$ cat src/design/tcw_pkg.sv
`default_nettype none
package tcw_pkg;

	typedef enum logic [2:0] {
		OP_PUT       = 3'd0,
		OP_SET_CUR   = 3'd1,
		OP_SHIFT_CUR = 3'd2,
		OP_SET_COL   = 3'd3,
		OP_RST_COL   = 3'd4,
		OP_CLEAR     = 3'd5,
		OP_SCROLL    = 3'd6,
		OP_READ      = 3'd7
	} op_t;

	typedef enum logic [1:0] {
		CK_GLYPH = 2'd0,
		CK_NL    = 2'd1,
		CK_CR    = 2'd2,
		CK_TAB   = 2'd3
	} char_kind_t;

	localparam logic [7:0] CH_NL    = 8'd10;
	localparam logic [7:0] CH_CR    = 8'd13;
	localparam logic [7:0] CH_TAB   = 8'd9;
	localparam logic [7:0] CH_SPACE = 8'd32;
	localparam logic [7:0] TAB_STEP = 8'd8;
	localparam logic [7:0] TAB_MASK = 8'hF8;

	localparam logic [1:0] REG_WIDTH  = 2'd0;
	localparam logic [1:0] REG_HEIGHT = 2'd1;
	localparam logic [1:0] REG_DFORE  = 2'd2;
	localparam logic [1:0] REG_DBACK  = 2'd3;

	localparam logic [6:0] RST_WIDTH  = 7'd40;
	localparam logic [4:0] RST_HEIGHT = 5'd10;
	localparam logic [7:0] RST_DFORE  = 8'd7;
	localparam logic [7:0] RST_DBACK  = 8'd0;

	typedef struct packed {
		op_t               op;
		char_kind_t        kind;
		logic [7:0]        char_code;
		logic [6:0]        col;
		logic [4:0]        row;
		logic signed [7:0] step_x;
		logic signed [7:0] step_y;
		logic [7:0]        fore;
		logic [7:0]        back;
		logic              take_fore;
		logic              take_back;
		logic [4:0]        scroll_lines;
	} cmd_t;

	typedef struct packed {
		logic [6:0] width_cols;
		logic [4:0] height_rows;
		logic [7:0] default_fore;
		logic [7:0] default_back;
	} cfg_t;

	typedef struct packed {
		logic ready;
		logic init;
	} bk_stat_t;

	typedef struct packed {
		logic       done;
		logic [6:0] cursor_col;
		logic [4:0] cursor_row;
		logic [7:0] cur_fore;
		logic [7:0] cur_back;
		logic [7:0] cell_char;
		logic [7:0] cell_fore;
		logic [7:0] cell_back;
		logic       read_ok;
	} res_t;

endpackage
`default_nettype wire

$ cat src/design/tcw_front.sv
`default_nettype none
module tcw_front import tcw_pkg::*; (
	input  wire logic     clk,
	input  wire logic     arst_n,
	input  wire logic     start,
	output logic          busy,
	input  wire cmd_t     req,
	input  wire bk_stat_t stat,
	output logic          cmd_valid,
	output cmd_t          cmd
);

	cmd_t       fifo_q [2];
	logic       wr_ptr_q, rd_ptr_q;
	logic [1:0] count_q;
	logic       push, pop;
	cmd_t       cls;

	// sort the byte of a put request once, here
	always_comb begin
		cls = req;
		unique case (req.char_code)
			CH_NL:   cls.kind = CK_NL;
			CH_CR:   cls.kind = CK_CR;
			CH_TAB:  cls.kind = CK_TAB;
			default: cls.kind = CK_GLYPH;
		endcase
	end

	assign busy      = (count_q == 2'd2) || stat.init;
	assign push      = start && !busy;
	assign cmd_valid = count_q != 2'd0;
	assign pop       = cmd_valid && stat.ready;
	assign cmd       = fifo_q[rd_ptr_q];

	always_ff @(posedge clk) begin
		if (push) fifo_q[wr_ptr_q] <= cls;
	end

	always_ff @(posedge clk or negedge arst_n) begin
		if (!arst_n) begin
			wr_ptr_q <= 1'b0;
			rd_ptr_q <= 1'b0;
			count_q  <= 2'd0;
		end else begin
			if (push) wr_ptr_q <= !wr_ptr_q;
			if (pop) rd_ptr_q <= !rd_ptr_q;
			count_q <= count_q + {1'b0, push} - {1'b0, pop};
		end
	end

endmodule
`default_nettype wire

$ cat config.mk
export PLATFORM = sky130hd
export DESIGN_NAME = tcw_front
export DESIGN_NICKNAME = d
export VERILOG_FILES = /design/src/design/tcw_pkg.sv /design/src/design/tcw_front.sv
export SDC_FILE = /design/constraint.sdc
export NUM_CORES = 1
export LEC_CHECK = 0
export BUFFER_PORTS_ARGS = -buffer_cell sky130_fd_sc_hd__buf_2
export CORE_ASPECT_RATIO = 1.1
export CORE_MARGIN = 2
export CORE_UTILIZATION = 52
export DETAILED_ROUTE_END_ITERATION = 8
export MAX_ROUTING_LAYER = met4
export PLACE_DENSITY = 0.87
export SKIP_CTS_REPAIR_TIMING = 1
export SYNTH_ARGS = -nofsm -noshare
export SYNTH_HDL_FRONTEND = slang
export SYNTH_SLANG_ARGS = --single-unit
$ cat constraint.sdc
create_clock -name clk -period 4.88 [get_ports clk]
set_clock_uncertainty 0.15 [all_clocks]
set_input_delay 0.244 -clock clk [delete_from_list [all_inputs] [get_ports clk]]
set_output_delay 0.244 -clock clk [all_outputs]
set_load 0.005 [all_outputs]
==> qor.txt <==
======================================================================================
Type of the tightest min-delay check .................................... input pin to flop
Die Y-Extent ............................................................     107.5 µm
Number of cells traversed by the worst register-to-register path ........            4
Fraction of final layout cells with drive strength greater than 1 .......       0.5156
Combinational power share ...............................................        0.226
GRT overflow ............................................................            0
Wire length of the first global-routing pass ............................     12360 µm
Peak clock frequency supported by timing ................................    374.9 MHz
Critical Path End Type ..................................................  output port
Port Buffer Count .......................................................          132
Estimated wirelength of the detail-placed design ........................      5190 µm
Highest-count cells in the layout ignoring fill and taps ................ sky130_fd_sc_hd__buf_2 (132), sky130_fd_sc_hd__edfxtp_1 (128), sky130_fd_sc_hd__dlygate4sd3_1 (65), sky130_fd_sc_hd__mux2_4 (50), sky130_fd_sc_hd__clkbuf_16 (16)
Average routed wire per standard cell ...................................     16.26 µm
Synthesized net count ...................................................          295
Level count of the clock H-tree .........................................            4
Number of endpoints with negative hold slack in the final report ........            0
Slowest cell on the critical path ....................................... sky130_fd_sc_hd__dfrtp_4
Slowest cell delay on critical path .....................................      1.18 ns
Post-synthesis instance total ...........................................          224
Data arrival, critical path .............................................      2.27 ns
FF-to-FF setup slack ....................................................      2.23 ns
Worst setup path class .................................................. flop to output port
Deepest clock path buffer count .........................................            2
Clock tree from TritonCTS ...............................................         done
Number of nets in the layout ............................................          506
P_int ...................................................................     2.759 mW
Via density per instance ................................................        4.892
Boundary Pins ...........................................................          135
Number of antenna cells inserted ........................................            0
Worst endpoint required time ............................................      4.49 ns
Transition time of the tightest slew-check pin ..........................     1.150 ns
Maximum capacitance violations ..........................................            0
Worst-case hold path end point ..........................................     wr_ptr_q
Floorplan core area .....................................................     9398 µm²
Total Routing Usage GR ..................................................       0.1611
# setup viols final .....................................................            0
Post-synthesis instance area ............................................     5069 µm²
Cells traversed along the worst timing path ............................. mux2_2, buf_2
Total number of vias ....................................................         2764
Routed Antenna Nets .....................................................            0
Power Density ........................................................... 516.5 nW/µm²
Largest net degree at the start of global routing .......................           66
Origin of the critical flop-to-flop path ................................   count_q[1]
Area enclosed by the die boundary .......................................    10550 µm²
Run status .............................................................. complete, no violations
Switching share of power ................................................       0.2448
Crit path max fanout ....................................................           65
Most common library cell in the layout ignoring fill and taps ........... sky130_fd_sc_hd__buf_2
Final Slew Violations ...................................................            0
Share of total power in the clock network ...............................        0.338
Distinct cell type count after synthesis ................................           18
Count of cells along the worst hold path ................................            3
Clk Latency, worst-skew pair ............................................      0.50 ns
Setup Total Neg Slack ...................................................         0 ns
Endpoint of the worst register-to-register path ......................... fifo_q[0][10]
Main flop type after synthesis .......................................... sky130_fd_sc_hd__edfxtp_1
Peak supply drop ........................................................  0.0003746 V
Total Wirelength ........................................................      9189 µm
Detailed-routing iteration count for the pre-antenna-repair pass ........            4
Start point of the worst hold path ......................................        start
Crit. Startpoint ........................................................     rd_ptr_q
Total of flip-flops plus latches after synthesis ........................          132
Post-route DRC ..........................................................            0
Root Buffer ............................................................. sky130_fd_sc_hd__clkbuf_8
Initial antenna violation count .........................................            0
Final critical-path share of the clock period ...........................       0.5466
Final RePlAce weighted congestion .......................................       0.7047
FFs w/ async S/R, synth .................................................      0.03030
Number of sinks handled by clock tree synthesis .........................          132
Headroom to the max-slew limit ..........................................       0.2333
Finished Layout Cells ...................................................          565
Synth-to-Final Area Change ..............................................       39.55%
Standard-cell row count .................................................           37
Placed instance count ...................................................          468
RSZ-0062 raised after global routing ....................................           no
Buf+Inv Stages, Crit Path ...............................................            1
Startpoint type of the worst setup path .................................         flop
Synth Area per Inst .....................................................    22.63 µm²
Sequential fraction of the synthesis area ...............................       0.7781
Number of synthesized flops with an enable pin ..........................          128
Clock slew at the register clock pins of the worst setup and hold paths .      0.05 ns
Starting DRT DRC Count ..................................................          155
Sequential group share of total power ...................................        0.436
Number of clock buffers inserted by TritonCTS ...........................           17
Power dissipated by switching net loads .................................    0.8944 mW
Top delay family on crit path ...........................................   flip-flops
Vias in the first global route ..........................................         2581
Leakage power ...........................................................     2.827 nW
Warnings, synthesis .....................................................            0
Die width ...............................................................     98.14 µm
Shortest period the worst path allows ...................................     2.667 ns
Effective utilization at floorplan ......................................       0.5393
======================================================================================
-- worst register-to-register path, cell delays in order (launching register included) --
cell	delay, ns
sky130_fd_sc_hd__dfrtp_1	0.40
sky130_fd_sc_hd__nand2b_1	0.10
sky130_fd_sc_hd__nand3b_1	0.28
sky130_fd_sc_hd__nor2_4	0.77
sky130_fd_sc_hd__buf_4	0.56
-- kinds of logic (layout without fill, tap and decap cells) --
group         count (synthesis)  after routing  synth area share
fa+ha+maj                     2              2          0.004936
simple gates                 12             12           0.01333
buf+inv                       9            233           0.01580
flops                       132            132            0.7781
mux                          64             64            0.1792
xor+xnor                      5              5          0.008639
-- registers in the layout, indices dropped and copies added, names as in the netlist --
| signal | cells |
|---|---|
| rd_ptr_q | 1 |
| fifo_q | 128 |
| wr_ptr_q | 1 |
| count_q | 2 |
-- power groups by stage --
stage	Clock [mW]	Sequential (mW)	Combinational, mW
floorplan	0	1.48	0.648
global placement	0	1.61	0.770
detailed placement	0	1.62	0.785
CTS	1.25	1.60	0.789
global route	1.31	1.62	0.885
finish	1.24	1.59	0.824
-- cell usage after synthesis, types with 2 or more instances --
cell type,instances,area (µm²)
sky130_fd_sc_hd__mux2_4,50,750.7
sky130_fd_sc_hd__edfxtp_1,128,3844
sky130_fd_sc_hd__nand2b_1,2,12.51
sky130_fd_sc_hd__dfrtp_1,4,100.1
sky130_fd_sc_hd__buf_6,6,67.56
sky130_fd_sc_hd__ha_1,2,25.02
sky130_fd_sc_hd__mux2_2,14,157.7
sky130_fd_sc_hd__xnor2_1,4,35.03
sky130_fd_sc_hd__nor2_1,4,15.01
sky130_fd_sc_hd__inv_1,2,7.510
-- how the worst max path moves through the flow --
stage          cells past startpoint            end
2_1_floorplan                      3   fifo_q[0][0]
4_1_cts                            2        cmd[54]
3_3_place_gp                       4  fifo_q[1][49]
6_report                           2        cmd[53]
5_1_grt                            4  fifo_q[0][63]
3_5_place_dp                       4  fifo_q[0][45]
-- metal layers --
metal | wire [µm] | vias to the layer above | global-route usage
met5 | 0 | - | -
met4 | 77 | 0 | 0.05577
met3 | 516 | 6 | 0.06688
met2 | 5003 | 109 | 0.2715
met1 | 3592 | 1344 | 0.1733
li1 | - | 1305 | -
-- layout make-up --
cell class / count / area, µm²
flip-flops and latches: 132 / 3948
fillers: 541 / 2325
repair buffers: 199 / 1326
multi-input cells: 83 / 1060
clock buffers: 22 / 452.9
well taps: 117 / 146.4
clock inverters: 10 / 132.6
inverters: 2 / 7.507
-- through the flow --
stage	instance area (µm²)	utilization	setup slack [ns]	hold slack, ns	power (mW)
after global placement	5837	0.6211	2.282	-0.09812	2.380
after floorplan	5069	-	0.9205	-0.2016	2.127
after detailed placement	5837	0.6211	2.219	-0.09440	2.407
after CTS	6422	0.6834	2.163	-0.6339	3.641
after global routing	7073	0.7526	2.049	0.1530	3.812
final	7073	0.7526	2.213	0.1340	3.654
No activity file was read; power rests on OpenSTA's default activity.
